File: src/dtep_pkg.sv
// ----------------------------------------------------------------------------
// dtep_pkg
// Types, character positions and calendar table for the epoch converter.
// ----------------------------------------------------------------------------
`default_nettype none

package dtep_pkg;

    typedef logic [4:0] t_pos;
    typedef logic [6:0] t_two_digit;

    localparam int unsigned CFG_W = 18;

    // character positions within "yy/MM/dd,hh:mm:ss+zz"
    localparam t_pos POS_YEAR_HI   = 5'd0;
    localparam t_pos POS_YEAR_LO   = 5'd1;
    localparam t_pos POS_MONTH_HI  = 5'd3;
    localparam t_pos POS_MONTH_LO  = 5'd4;
    localparam t_pos POS_DAY_HI    = 5'd6;
    localparam t_pos POS_DAY_LO    = 5'd7;
    localparam t_pos POS_HOUR_HI   = 5'd9;
    localparam t_pos POS_HOUR_LO   = 5'd10;
    localparam t_pos POS_MINUTE_HI = 5'd12;
    localparam t_pos POS_MINUTE_LO = 5'd13;
    localparam t_pos POS_SECOND_HI = 5'd15;
    localparam t_pos POS_SECOND_LO = 5'd16;
    localparam t_pos POS_SIGN      = 5'd17;
    localparam t_pos POS_ZONE_HI   = 5'd18;
    localparam t_pos POS_ZONE_LO   = 5'd19;
    localparam t_pos POS_LAST      = 5'd19;

    localparam logic [7:0] CHAR_MINUS = 8'h2D;

    localparam logic signed [CFG_W-1:0] REF_OFFSET_RESET = 18'sd19800;

    localparam t_two_digit MONTH_MAX      = 7'd12;
    localparam logic [3:0] MONTH_CLAMP    = 4'd13;
    localparam logic [3:0] MONTH_FEB      = 4'd2;

    localparam logic [31:0] SECS_PER_DAY    = 32'd86400;
    localparam logic [31:0] SECS_PER_HOUR   = 32'd3600;
    localparam logic [31:0] SECS_PER_MINUTE = 32'd60;
    localparam logic [31:0] SECS_PER_ZONE   = 32'd900;
    localparam logic [15:0] DAYS_PER_YEAR   = 16'd365;

    // days before the first of month m; 13 stands for any month past December
    function automatic logic [8:0] days_before_month(input logic [3:0] m);
        logic [8:0] d;
        case (m)
            4'd2:    d = 9'd31;
            4'd3:    d = 9'd59;
            4'd4:    d = 9'd90;
            4'd5:    d = 9'd120;
            4'd6:    d = 9'd151;
            4'd7:    d = 9'd181;
            4'd8:    d = 9'd212;
            4'd9:    d = 9'd243;
            4'd10:   d = 9'd273;
            4'd11:   d = 9'd304;
            4'd12:   d = 9'd334;
            4'd13:   d = 9'd365;
            default: d = 9'd0;
        endcase
        return d;
    endfunction

    // shift one decimal digit into a two-digit field, 7-bit wrap
    function automatic t_two_digit push_digit(input t_two_digit acc, input logic [3:0] d);
        logic [10:0] v;
        v = ({4'b0, acc} * 11'd10) + {7'b0, d};
        return v[6:0];
    endfunction

endpackage

`default_nettype wire

File: src/datetime_text_to_epoch_seconds_top.sv
// ----------------------------------------------------------------------------
// datetime_text_to_epoch_seconds_top
// Modem clock text "yy/MM/dd,hh:mm:ss+zz" to Unix epoch seconds.
// ----------------------------------------------------------------------------
// Throughput: one character word per cycle; the field registers update as each
//   character is taken, so input never waits unless the result side stalls.
// Result path: once the twentieth character is taken, the word passes through
//   the field snapshot, the calendar sums and the day multiply into the output register.
// Reset (synchronous, active low): position and all fields clear, the pipeline
//   empties and the reference offset returns to 19800 seconds.
`default_nettype none

module datetime_text_to_epoch_seconds_top (
    input  wire logic                                 i_clk,
    input  wire logic                                 i_rst_n,
    // character input
    input  wire logic                                 i_in_valid,
    output logic                                      o_in_ready,
    input  wire logic [7:0]                           i_symbol,
    input  wire logic                                 i_restart,
    // result output
    output logic                                      o_out_valid,
    input  wire logic                                 i_out_ready,
    output logic [31:0]                               o_epoch_seconds,
    output logic                                      o_format_error,
    // reference offset write
    input  wire logic                                 i_cfg_valid,
    output logic                                      o_cfg_ready,
    input  wire logic signed [dtep_pkg::CFG_W-1:0]    i_cfg_data
);

    import dtep_pkg::*;

    // ------------------------------------------------------------------
    // Parsed fields of one string, handed from the parser to the math.
    // ------------------------------------------------------------------
    typedef struct packed {
        t_two_digit year;
        t_two_digit month;
        t_two_digit day;
        t_two_digit hour;
        t_two_digit minute;
        t_two_digit second;
        t_two_digit zone;
        logic       zone_neg;
        logic       err;
    } t_fields;

    // ------------------------------------------------------------------
    // Configuration: the offset register is writable at any time; the
    // user writes it only while no string is in flight.
    // ------------------------------------------------------------------
    logic signed [CFG_W-1:0] r_ref_offset;

    assign o_cfg_ready = 1'b1;

    always_ff @(posedge i_clk) begin
        if (!i_rst_n) begin
            r_ref_offset <= REF_OFFSET_RESET;
        end else if (i_cfg_valid) begin
            r_ref_offset <= i_cfg_data;
        end
    end

    // ------------------------------------------------------------------
    // Pipeline flow control. Stage A holds a finished field snapshot,
    // stage B the calendar sums, the output register the result word.
    // Each stage advances when the one after it is empty or draining.
    // ------------------------------------------------------------------
    logic r_a_valid;
    logic r_b_valid;
    logic r_o_valid;
    logic out_free;
    logic b_free;
    logic a_free;
    logic in_take;

    assign out_free   = !r_o_valid || i_out_ready;
    assign b_free     = !r_b_valid || out_free;
    assign a_free     = !r_a_valid || b_free;
    assign o_in_ready = a_free;
    assign in_take    = i_in_valid && a_free;

    // ------------------------------------------------------------------
    // Character parser: digit accumulate per field by position.
    // ------------------------------------------------------------------
    t_pos    r_pos;
    t_fields r_acc;
    t_pos    n_pos;
    t_fields n_acc;
    t_pos    pos;
    logic    is_digit;
    logic [3:0] digit;
    logic    last_char;

    always_comb begin
        // restart abandons a partial string; out-of-range positions fold to 0
        pos = i_restart ? POS_YEAR_HI : r_pos;
        if (pos > POS_LAST) begin
            pos = POS_YEAR_HI;
        end

        is_digit = i_symbol inside {[8'h30:8'h39]};
        digit    = is_digit ? i_symbol[3:0] : 4'd0;

        // a new string starts from cleared fields
        n_acc = (pos == POS_YEAR_HI) ? '0 : r_acc;

        case (pos)
            POS_YEAR_HI, POS_YEAR_LO: begin
                n_acc.year = push_digit(n_acc.year, digit);
                n_acc.err  = n_acc.err || !is_digit;
            end
            POS_MONTH_HI, POS_MONTH_LO: begin
                n_acc.month = push_digit(n_acc.month, digit);
                n_acc.err   = n_acc.err || !is_digit;
            end
            POS_DAY_HI, POS_DAY_LO: begin
                n_acc.day = push_digit(n_acc.day, digit);
                n_acc.err = n_acc.err || !is_digit;
            end
            POS_HOUR_HI, POS_HOUR_LO: begin
                n_acc.hour = push_digit(n_acc.hour, digit);
                n_acc.err  = n_acc.err || !is_digit;
            end
            POS_MINUTE_HI, POS_MINUTE_LO: begin
                n_acc.minute = push_digit(n_acc.minute, digit);
                n_acc.err    = n_acc.err || !is_digit;
            end
            POS_SECOND_HI, POS_SECOND_LO: begin
                n_acc.second = push_digit(n_acc.second, digit);
                n_acc.err    = n_acc.err || !is_digit;
            end
            POS_SIGN: begin
                // anything but a minus reads as a positive zone
                n_acc.zone_neg = (i_symbol == CHAR_MINUS);
            end
            POS_ZONE_HI, POS_ZONE_LO: begin
                n_acc.zone = push_digit(n_acc.zone, digit);
                n_acc.err  = n_acc.err || !is_digit;
            end
            default: begin
                // separator: ignore the character
            end
        endcase

        last_char = (pos == POS_LAST);
        n_pos     = last_char ? POS_YEAR_HI : pos + 5'd1;
    end

    always_ff @(posedge i_clk) begin
        if (!i_rst_n) begin
            r_pos <= '0;
            r_acc <= '0;
        end else if (in_take) begin
            r_pos <= n_pos;
            r_acc <= n_acc;
        end
    end

    // ------------------------------------------------------------------
    // Stage A: snapshot the complete fields on the last character, and
    // fold the month-range check into the error flag.
    // ------------------------------------------------------------------
    t_fields r_a;
    t_fields n_a;

    always_comb begin
        n_a     = n_acc;
        n_a.err = n_acc.err || (n_acc.month > MONTH_MAX);
    end

    always_ff @(posedge i_clk) begin
        if (!i_rst_n) begin
            r_a_valid <= 1'b0;
        end else if (in_take && last_char) begin
            r_a_valid <= 1'b1;
        end else if (b_free) begin
            r_a_valid <= 1'b0;
        end
    end

    always_ff @(posedge i_clk) begin
        if (in_take && last_char) begin
            r_a <= n_a;
        end
    end

    // ------------------------------------------------------------------
    // Stage B: day count since 1970 and the seconds-of-day plus offset
    // and zone correction. Day count stays within 16 bits for 2000..2099.
    // ------------------------------------------------------------------
    logic [15:0] r_b_days;
    logic [31:0] r_b_rest;
    logic        r_b_err;
    logic [15:0] n_b_days;
    logic [31:0] n_b_rest;
    logic [7:0]  year_30;
    logic [7:0]  year_31;
    logic [3:0]  month_idx;
    logic        leap_add;
    logic [31:0] zone_secs;
    logic [31:0] zone_adj;
    logic [31:0] offset_ext;

    always_comb begin
        year_30   = {1'b0, r_a.year} + 8'd30;
        year_31   = {1'b0, r_a.year} + 8'd31;
        month_idx = (r_a.month > 7'd13) ? MONTH_CLAMP : r_a.month[3:0];
        leap_add  = (r_a.year[1:0] == 2'b00) && (month_idx > MONTH_FEB);

        n_b_days = ({8'b0, year_30} * DAYS_PER_YEAR)
                 + {10'b0, year_31[7:2]}
                 + {7'b0, days_before_month(month_idx)}
                 + {15'b0, leap_add}
                 + {9'b0, r_a.day}
                 - 16'd1;

        zone_secs  = {25'b0, r_a.zone} * SECS_PER_ZONE;
        zone_adj   = r_a.zone_neg ? zone_secs : (32'd0 - zone_secs);
        offset_ext = {{(32 - CFG_W){r_ref_offset[CFG_W-1]}}, r_ref_offset};

        n_b_rest = ({25'b0, r_a.hour} * SECS_PER_HOUR)
                 + ({25'b0, r_a.minute} * SECS_PER_MINUTE)
                 + {25'b0, r_a.second}
                 + offset_ext
                 + zone_adj;
    end

    always_ff @(posedge i_clk) begin
        if (!i_rst_n) begin
            r_b_valid <= 1'b0;
        end else if (b_free) begin
            r_b_valid <= r_a_valid;
        end
    end

    always_ff @(posedge i_clk) begin
        if (r_a_valid && b_free) begin
            r_b_days <= n_b_days;
            r_b_rest <= n_b_rest;
            r_b_err  <= r_a.err;
        end
    end

    // ------------------------------------------------------------------
    // Output register: scale days to seconds and add the rest, mod 2^32.
    // Hold the word until the consumer takes it.
    // ------------------------------------------------------------------
    logic [31:0] r_epoch;
    logic        r_err;
    logic [31:0] n_epoch;

    assign n_epoch = ({16'b0, r_b_days} * SECS_PER_DAY) + r_b_rest;

    always_ff @(posedge i_clk) begin
        if (!i_rst_n) begin
            r_o_valid <= 1'b0;
        end else if (out_free) begin
            r_o_valid <= r_b_valid;
        end
    end

    always_ff @(posedge i_clk) begin
        if (r_b_valid && out_free) begin
            r_epoch <= n_epoch;
            r_err   <= r_b_err;
        end
    end

    assign o_out_valid     = r_o_valid;
    assign o_epoch_seconds = r_epoch;
    assign o_format_error  = r_err;

endmodule

`default_nettype wire

File: config.mk
export PLATFORM = sky130hd
export DESIGN_NAME = datetime_text_to_epoch_seconds_top
export DESIGN_NICKNAME = d
export VERILOG_FILES = /design/src/dtep_pkg.sv /design/src/datetime_text_to_epoch_seconds_top.sv
export SDC_FILE = /design/constraint.sdc
export NUM_CORES = 1
export LEC_CHECK = 0
export BUFFER_PORTS_ARGS = -buffer_cell sky130_fd_sc_hd__buf_2
export CAP_MARGIN = 25
export CORE_UTILIZATION = 64
export CTS_BUF_LIST = sky130_fd_sc_hd__clkbuf_2
export DETAILED_ROUTE_END_ITERATION = 6
export PLACE_DENSITY = 0.82
export SETUP_SLACK_MARGIN = 0.05
export SLEW_MARGIN = 10
export SYNTH_ARGS = -nofsm -noshare
export SYNTH_HDL_FRONTEND = slang
export SYNTH_SLANG_ARGS = --single-unit
export TNS_END_PERCENT = 10
File: constraint.sdc
create_clock -name i_clk -period 21.1 [get_ports i_clk]
set_clock_uncertainty 0.05 [all_clocks]
set_input_delay 2.11 -clock i_clk [delete_from_list [all_inputs] [get_ports i_clk]]
set_output_delay 2.11 -clock i_clk [all_outputs]
set_load 0.1 [all_outputs]
== Word level (Yosys, flattened, before mapping) ==
Memories as Yosys holds them, arrays and structs flattened.
Index checks and enable logic that the tools add are counted.
W data, S select, Z words.

* Output and inout bits: 36
* Logic and storage cells: 127
* Bits in read-only memories: 144
* Input port bits: 32
* Register bits after elaboration: 210
* Memories: 1

* Equality and inequality tests: 15
* Add/sub/neg operators: 21
* Mux-type cells: 18
* $mul: 12
* Order comparisons: 6
* Reduce and logical (&&, ||, !) cells: 26

{| class="wikitable"
|+ Memories
! memory !! depth !! width !! read ports !! clocked after memory_dff !! wr ports !! RTL line !! text
|-
| (no name shown) || 16 || 9 || 1 || 0 || 0 || dtep_pkg.sv:49 || <nowiki>case (m)</nowiki>
|}

{| class="wikitable"
|+ Operators by type and width
! operator !! number
|-
| $add A32 B32 Y32 || 2
|-
| $mux W51 || 1
|-
| $add A7 B4 Y7 || 7
|-
| $mul A7 B3 Y6 const B || 7
|-
| $mux W7 || 7
|-
| $mux W32 || 1
|-
| $mul A7 B8 Y15 const B || 2
|-
| $eq A5 B4 Y1 const B || 5
|-
| $mul A16 B10 Y25 const B || 1
|-
| $add A22 B18 Y23 || 1
|-
| $add A20 B7 Y21 || 1
|-
| $add A19 B13 Y20 || 1
|-
| $eq A5 B5 Y1 const B || 4
|-
| $sub A1 B17 Y18 const A || 1
|-
| $add A16 B1 Y16 || 1
|-
| $add A16 B6 Y16 || 1
|-
| $add A16 B7 Y16 || 1
|-
| $add A16 B9 Y16 || 1
|-
| $add A7 B5 Y8 const B || 2
|-
| $mul A8 B9 Y16 const B || 1
|-
| $sub A16 B1 Y16 const B || 1
|-
| $eq A5 B3 Y1 const B || 3
|-
| $mux W5 || 3
|-
| $gt A7 B4 Y1 const B || 2
|-
| 19 further kinds || 41
|}

== Logic depth before layout (Yosys ltp) ==
Gate-level depths: netlist (run 1).

* Word-level depth: 10
* Gate-level depth with buffers: 33
* Gate-level depth less buffers: 33

== Least setup slack after synthesis (run 1) ==
No wires, ideal clock.

* Kind: register -> register
* From: register r_a[19] in the netlist's numbering
* To: register r_b_rest[22] (data pin)
* Stages on the path, launching flop included: 34
* Required time: 20.786 ns
* Slack: 14.187 ns
* Setup time: 0.264 ns
* Period minus slack after synthesis: 6.913 ns
* Buffers on the path: 0
* Arrival time: 6.599 ns
* Cells stage by stage: edfxtp_1 -> inv_1 -> fa_1 -> fa_1 -> inv_1 -> ha_1 -> a21oi_1 -> o21ai_0 -> a21oi_1 -> o21bai_1 -> a21oi_1 -> xnor2_1 -> ha_1 -> ha_1 -> nand3_1 -> a21oi_1 -> nor3_1 -> xnor2_1 -> ha_1 -> a21o_1 -> a31oi_1 -> o21ai_0 -> a21o_1 -> a21oi_1 -> xnor2_1 -> ha_1 -> a21o_1 -> a21o_1 -> a21oi_1 -> nor2_1 -> a21oi_1 -> o31ai_1 -> o41a_1 -> xor2_1

* Longest elaborated chain between the ends: 5

{| class="wikitable"
|+ RTL lines
! item !! RTL line !! text
|-
| start: declaration || datetime_text_to_epoch_seconds_top.sv:165 || <nowiki>t_fields r_a;</nowiki>
|-
| start signal: assignment || datetime_text_to_epoch_seconds_top.sv:185 || <nowiki>r_a <= n_a;</nowiki>
|-
| $mul A7 B4 Y11 || datetime_text_to_epoch_seconds_top.sv:224 || <nowiki>+ ({25'b0, r_a.minute} * SECS_PER_MINUTE)</nowiki>
|-
| $add A19 B13 Y20 || datetime_text_to_epoch_seconds_top.sv:224 ||
|-
| $add A20 B7 Y21 || datetime_text_to_epoch_seconds_top.sv:225 || <nowiki>+ {25'b0, r_a.second}</nowiki>
|-
| $add A22 B18 Y23 || datetime_text_to_epoch_seconds_top.sv:226 || <nowiki>+ offset_ext</nowiki>
|-
| $add A32 B32 Y32 || datetime_text_to_epoch_seconds_top.sv:227 || <nowiki>+ zone_adj;</nowiki>
|-
| named net n_b_rest[22] || datetime_text_to_epoch_seconds_top.sv:197 || <nowiki>logic [31:0] n_b_rest;</nowiki>
|-
| end signal: assignment || datetime_text_to_epoch_seconds_top.sv:241 || <nowiki>r_b_rest <= n_b_rest;</nowiki>
|-
| end: declaration || datetime_text_to_epoch_seconds_top.sv:194 || <nowiki>logic [31:0] r_b_rest;</nowiki>
|}

The timed path passes the listed nets, and every way through them passes these cells.
A chain may end at the register's enable or synchronous reset.

== Final worst setup path (run 1) ==
Same ends and word-level chain as after synthesis.

==> metrics, run 1 <==
status completed; Hold Crit Start r_b_rest[2]$_DFFE_PP_; die height 183 µm; CTS sink cnt 210; stages on the worst setup path 33; FF-to-FF End r_b_rest[22]$_DFFE_PP_; Hold WC Path Type flop to flop; routed via count 15700; initial antenna violation count 2; wire per inst 15.6 µm; Top FF cell, synth edfxtp_1; antenna viol nets, final 0; unrepaired setup endpoints after global routing no; Top Usage Layer GRT met2; total power 0.000870 W; largest family of logic cells by synthesized area adder cells; Post-Synthesis Cells 2252; total track usage 27.1%; final core utilization 69.2%; first-pass GRT wire length 74000 µm; fraction of layout cells with a size suffix above 1 8.36%; Compound-Gate Fraction of Synth Area 12.9%; H-tree Lvls 2; leakage power 10.6 nW; Max-cap violations 0; flip-flop and latch area 0.00554 mm²; ranking of synthesized cells by area ha_1, edfxtp_1, fa_1; GR Layer Usage met2 47.3%; Netlist cell types 79; core area 0.0325 mm²; maximum clock rate 130 MHz; CP max-delay cell fa_1; hold depth 0; Final Net Count 2852; setup bufs post-CTS 0; CP Data Arrival Time 8.25 ns; grt met3 use 4.05%; num rows 66; CP Max Fanout 5; largest net degree at the start of global routing 60; area of the multi-input gates 0.0142 mm²; commonest cells in the netlist ha_1, inv_1, nand2_1, a21oi_1, xnor2_1; Initial DRC Count 820; First-pass DRT Iterations 5; total of fill cells in the finished design 2489; I/O Pins 68; register bit total from synthesis 210; Skew-Pair Late Insertion Delay 0.92 ns; startpoint types flop; CP most frequent cell a21oi_1; Max VDD drop 47.7 µV; CP peak stage delay 0.51 ns; worst reg2reg startpoint r_a[19]$_DFFE_PP_; PwrDens 38.7 mW/mm²; setup TNS 0 ns; CP bufs+invs 2; area leader, netlist ha_1; simple-gate share of the synthesized area 11.8%; DRC Markers 0; Post-Syn Area 0.0210 mm²; CTS tree yes; Hold Path End o_epoch_seconds[2]$_DFFE_PP_; GR Util met1 33.8%; Slew HR 38.6%; Port Buffers 66; Post-synth EDFFs 133; sequential share of the synthesized area 26.3%; drt total wl 44200 µm; cell with the most instances after synthesis ha_1; CP Class flop to flop; TritonCTS buffer count 54; XOR/XNOR Fraction of Synth Area 8.28%; final setup fails 0; critical path data required time 21.64 ns; Die Area 0.0336 mm²; post-synth top area share 21.5%; R2R Setup Slk 13.40 ns; vias in the first global route 16000; Worst Setup End Kind flop; Clock Path Buffers 3; Post-Synth Adder-Cell Area 32.8%; Post-CTS Resized 0; CTS Hold Bufs 0; Via density 5.56; root buffer selected by CTS clkbuf_2; synth warn 0; kind of cell adding the most delay to the critical path compound AO/OA/AOI/OAI gates; syn_nets 2765; share of async-settable or async-resettable flops after synthesis 0%; final worst path period need 7.70 ns; final period utilization 36.5%; Placer Congestion 0.962; FF-to-FF path depth 33; Post-Syn Area per Cell 9.34 µm²; total grt overflow 0; CTS clk-pin slew, worst paths 0.11 ns; max-slew violations 0; worst-margin pin slew 0.918 ns; Post-DP HPWL 35300 µm; mux contribution to synthesized area 1.37%; Initial Util 64.8%; final hold vios 0; die width 183 µm; Layout area overhead 6.76%
==> state kept, by name, summed over array words and instances (netlist names) <==
register / cells
o_epoch_seconds: 32
r_pos: 5
r_b_err: 1
r_acc: 51
r_b_valid: 1
r_ref_offset: 18
r_a: 51
r_b_rest: 32
r_b_days: 16
r_a_valid: 1
o_out_valid: 1
o_format_error: 1
==> through the flow <==
stage / cell area, µm² / cells / setup slack (ns) / hold WS, ns
3_3_place_gp: 21800 / 2724 / 13.75 / 0.355
5_1_grt: 22500 / 2823 / 12.90 / 0.391
4_1_cts: 22400 / 2821 / 13.50 / 0.379
3_5_place_dp: 21800 / 2724 / 13.58 / 0.355
6_report: 22500 / 2823 / 13.40 / 0.379
2_1_floorplan: 21000 / 2252 / 14.19 / 0.350
==> placed cells by master, fill, tap and decap left out, types with 7 or more instances in the layout <==
master    netlist  routed
a211oi_1       12      12
a21o_1         46      46
a21oi_1       160     160
a31oi_1        14      14
and2_1         33      32
and3_1         11      11
buf_2           8      66
clkbuf_2        0      70
clkinv_1        0      10
clkinv_2        0      10
dfxtp_1        77      77
edfxtp_1      133     133
fa_1          119     119
ha_1          362     362
inv_1         317     316
mux2i_1        22      22
nand2_1       211     211
nand2b_1       17      17
nand3_1        29      29
nor2_1        129     129
nor2b_1        28      27
nor3_1         37      37
nor3b_1        10      10
o211ai_1        9       9
o21a_1         14      14
o21ai_0        87      87
o21ai_1         7       7
o21bai_1       24      24
o31ai_1         8       8
or3_1           9       9
xnor2_1       139     139
xor2_1         60      60
==> metal layers <==
layer	vias up	routed length (µm)
li1	7831	-
met1	7331	19200
met2	409	21400
met3	118	2070
met4	2	1450
met5	-	17
==> power by group <==
| group | internal [W] | switching [W] |
|---|---|---|
| Sequential | 0.000439 | 0.00000297 |
| Clock | 0.000168 | 0.000181 |
| Combinational | 0.0000322 | 0.0000487 |
| Total | 0.000638 | 0.000232 |
==> worst max path at each step <==
stage                                  from                     end  slack (ns)
after floorplan           r_a[19]$_DFFE_PP_  r_b_rest[22]$_DFFE_PP_       14.19
after global placement    r_a[19]$_DFFE_PP_  r_b_rest[22]$_DFFE_PP_       13.75
after detailed placement  r_a[19]$_DFFE_PP_  r_b_rest[22]$_DFFE_PP_       13.58
after CTS                 r_a[19]$_DFFE_PP_  r_b_rest[22]$_DFFE_PP_       13.50
after global routing      r_a[19]$_DFFE_PP_  r_b_rest[22]$_DFFE_PP_       12.90
final                     r_a[19]$_DFFE_PP_  r_b_rest[22]$_DFFE_PP_       13.40
==> worst register-to-register path: cells and delay by family (launching register included) <==
kind / cells / cell delay (ns)
simple gates: 3 / 0.27
compound gates: 17 / 3.24
fa+ha+maj: 7 / 2.61
flops: 1 / 0.43
xor+xnor: 4 / 0.60
buf+inv: 2 / 0.22
==> logic make-up (layout without fill, tap and decap cells) <==
| group | after synthesis | count (layout) |
|---|---|---|
| XOR/XNOR | 199 | 199 |
| other | 1 | 2 |
| AO/OA/AOI/OAI | 434 | 434 |
| multiplexers | 28 | 28 |
| flip-flops | 210 | 210 |
| adder cells (fa/ha/maj) | 481 | 481 |
| buffers and inverters | 359 | 487 |
| AND/OR/NAND/NOR | 540 | 540 |
==> final cells by class <==
type / instances / area share, %
Antenna cell: 1 / 0.0111
Clock buffer: 70 / 1.56
Clock inverter: 27 / 1.23
Inverter: 318 / 5.31
Multi-Input combinational cell: 1683 / 63.1
Sequential cell: 210 / 24.6
Tap cell: 442 / 2.46
Timing Repair Buffer: 72 / 1.73
Note: power is estimated with default switching activity, not from simulation.
==> inputs of run 2 (changes only) <==
==> constraint.sdc (replaced) <==
create_clock -name i_clk -period 7.3 [get_ports i_clk]
set_clock_uncertainty 0.05 [all_clocks]
set_input_delay 0.73 -clock i_clk [delete_from_list [all_inputs] [get_ports i_clk]]
set_output_delay 0.73 -clock i_clk [all_outputs]
set_load 0.1 [all_outputs]
==> metrics, run 2 (same netlist as run 1, synthesis figures left out) <==
status completed (unchanged); Post-DP HPWL 35100 µm (was 35300 µm); placed cells 2729 (was 2724); Die Area 0.0336 mm² (unchanged); DRC Markers 0 (unchanged); CP max-delay cell fa_1 (unchanged); DP Worst Slack -0.112 ns (was 13.58 ns); maximum clock rate 137 MHz (was 130 MHz); post-route setup slack 0.0156 ns (was 13.40 ns); CTS clk-pin slew, worst paths 0.12 ns (was 0.11 ns); I/O Pins 68 (unchanged); final period utilization 99.8% (was 36.5%); Initial Util 64.8% (unchanged); Initial DRC Count 925 (was 820); CP peak stage delay 0.59 ns (was 0.51 ns); worst-margin pin slew 0.936 ns (was 0.918 ns); top flop regs r_a (51), r_acc (51) (unchanged); CP most frequent cell a21o_1 (was a21oi_1); Final Net Count 2902 (was 2852); First-pass DRT Iterations 6 (was 5); first-pass GRT wire length 74300 µm (was 74000 µm); Hold WC Path Type primary input to flop (was flop to flop); Skew-Pair Late Insertion Delay 0.95 ns (was 0.92 ns); Worst Setup End Kind flop (unchanged); final hold vios 0 (unchanged); routed via count 16200 (was 15700); wire per inst 16.1 µm (was 15.6 µm); Via density 5.63 (was 5.56); final worst path period need 7.28 ns (was 7.70 ns); Slew HR 37.4% (was 38.6%); drt total wl 46400 µm (was 44200 µm); CTS tree yes (unchanged); most frequent cells in the layout ha_1, inv_1, nand2_1 (unchanged); final setup fails 0 (unchanged); CP Class flop to flop (unchanged); PwrDens 102 mW/mm² (was 38.7 mW/mm²); TritonCTS buffer count 54 (unchanged); commonest non-fill, non-tap cell in the layout ha_1 (unchanged); final core utilization 71.2% (was 69.2%); total of fill cells in the finished design 2374 (was 2489); CTS sink cnt 210 (unchanged); core area 0.0325 mm² (unchanged); FF-to-FF path depth 28 (was 33); Clock Path Buffers 3 (unchanged); num rows 66 (unchanged); max-slew violations 0 (unchanged); antenna viol nets, final 0 (unchanged); Layout area overhead 9.81% (was 6.76%); largest net degree at the start of global routing 62 (was 60); total grt overflow 0 (unchanged); fraction of layout cells with a size suffix above 1 11.9% (was 8.36%); CP Max Fanout 5 (unchanged); Max VDD drop 106 µV (was 47.7 µV); die width 183 µm (unchanged); Placer Congestion 0.942 (was 0.962); Port Buffers 66 (unchanged); vias in the first global route 16100 (was 16000); stages on the worst setup path 28 (was 33); Finished Layout Cells 2875 (was 2823); unrepaired setup endpoints after global routing yes (was no); H-tree Lvls 2 (unchanged); initial antenna violation count 3 (was 2); CP bufs+invs 1 (was 2); Max-cap violations 0 (unchanged); kind of cell adding the most delay to the critical path adder cells (was compound AO/OA/AOI/OAI gates); die height 183 µm (unchanged); total track usage 27.2% (was 27.1%); hold depth 4 (was 0); critical path data required time 7.97 ns (was 21.64 ns); root buffer selected by CTS clkbuf_2 (unchanged); CP Data Arrival Time 7.95 ns (was 8.25 ns); leakage power 10.8 nW (was 10.6 nW); startpoint types flop (unchanged)
-- run 2: final cells by class --
cell class / instances / area (µm²) / share of cell area [%]
clock inverter: 13 / 53.8 / 0.233
multi-input combinational: 1683 / 14500 / 62.8
timing repair buffer: 122 / 833 / 3.61
tap: 442 / 553 / 2.39
sequential: 210 / 5540 / 24.0
antenna: 3 / 7.51 / 0.0325
inverter: 318 / 1190 / 5.17
clock buffer: 84 / 420 / 1.82
-- run 2: worst min-delay path: cells and delay by family --
kind | cells | cell delay [ns]
AND/OR/NAND/NOR | 3 | 0.34
buffers and inverters | 1 | 0.08
-- run 2: repair_timing --
item / 4_1_cts / 5_1_grt
endpoints found under the setup margin: 10 / 13
setup buffers: 1 / 19
hold buffers: 25 / 0
pin swaps: 1 / 62
gates resized for setup: 5 / 78
endpoints found under the hold margin: 18 / 0
-- run 2: worst paths after layout --
path | start | endpoint | slack [ns]
worst min-delay path | i_out_ready | o_out_valid$_SDFFE_PN0P_ | 0.18
worst max register to register | r_a[17]$_DFFE_PP_ | r_b_rest[22]$_DFFE_PP_ | 0.02
worst min register to register | r_a[0]$_DFFE_PP_ | r_b_err$_DFFE_PP_ | 0.34
worst max-delay path | r_a[17]$_DFFE_PP_ | r_b_rest[22]$_DFFE_PP_ | 0.02
-- run 2: stage by stage --
step                TNS (ns)  power (W)  instance area (µm²)  hold WS [ns]
floorplan                  0    0.00148                21000         0.350
global placement           0    0.00152                21900         0.354
detailed placement    -0.112    0.00153                21900         0.355
CTS                        0    0.00235                22600        0.0859
global route           -1.70    0.00245                23100         0.171
finish                     0    0.00235                23100         0.184
-- run 2: power breakdown --
group          internal (W)  total (W)  leakage, nW  switching [W]
sequential          0.00127    0.00128         1.82     0.00000967
combinational      0.000113   0.000264         8.58       0.000150
clock              0.000303   0.000806        0.379       0.000503
total               0.00168    0.00235         10.8       0.000663
-- run 2: layer usage --
layer	vias up	wire, µm	part of all wire (%)	track usage (%)
met3	133	2180	4.7	3.85
met4	0	1860	4.0	11.5
met5	-	0	0	0
li1	7959	-	-	-
met2	479	22700	49	48.3
met1	7606	19600	42	33.0
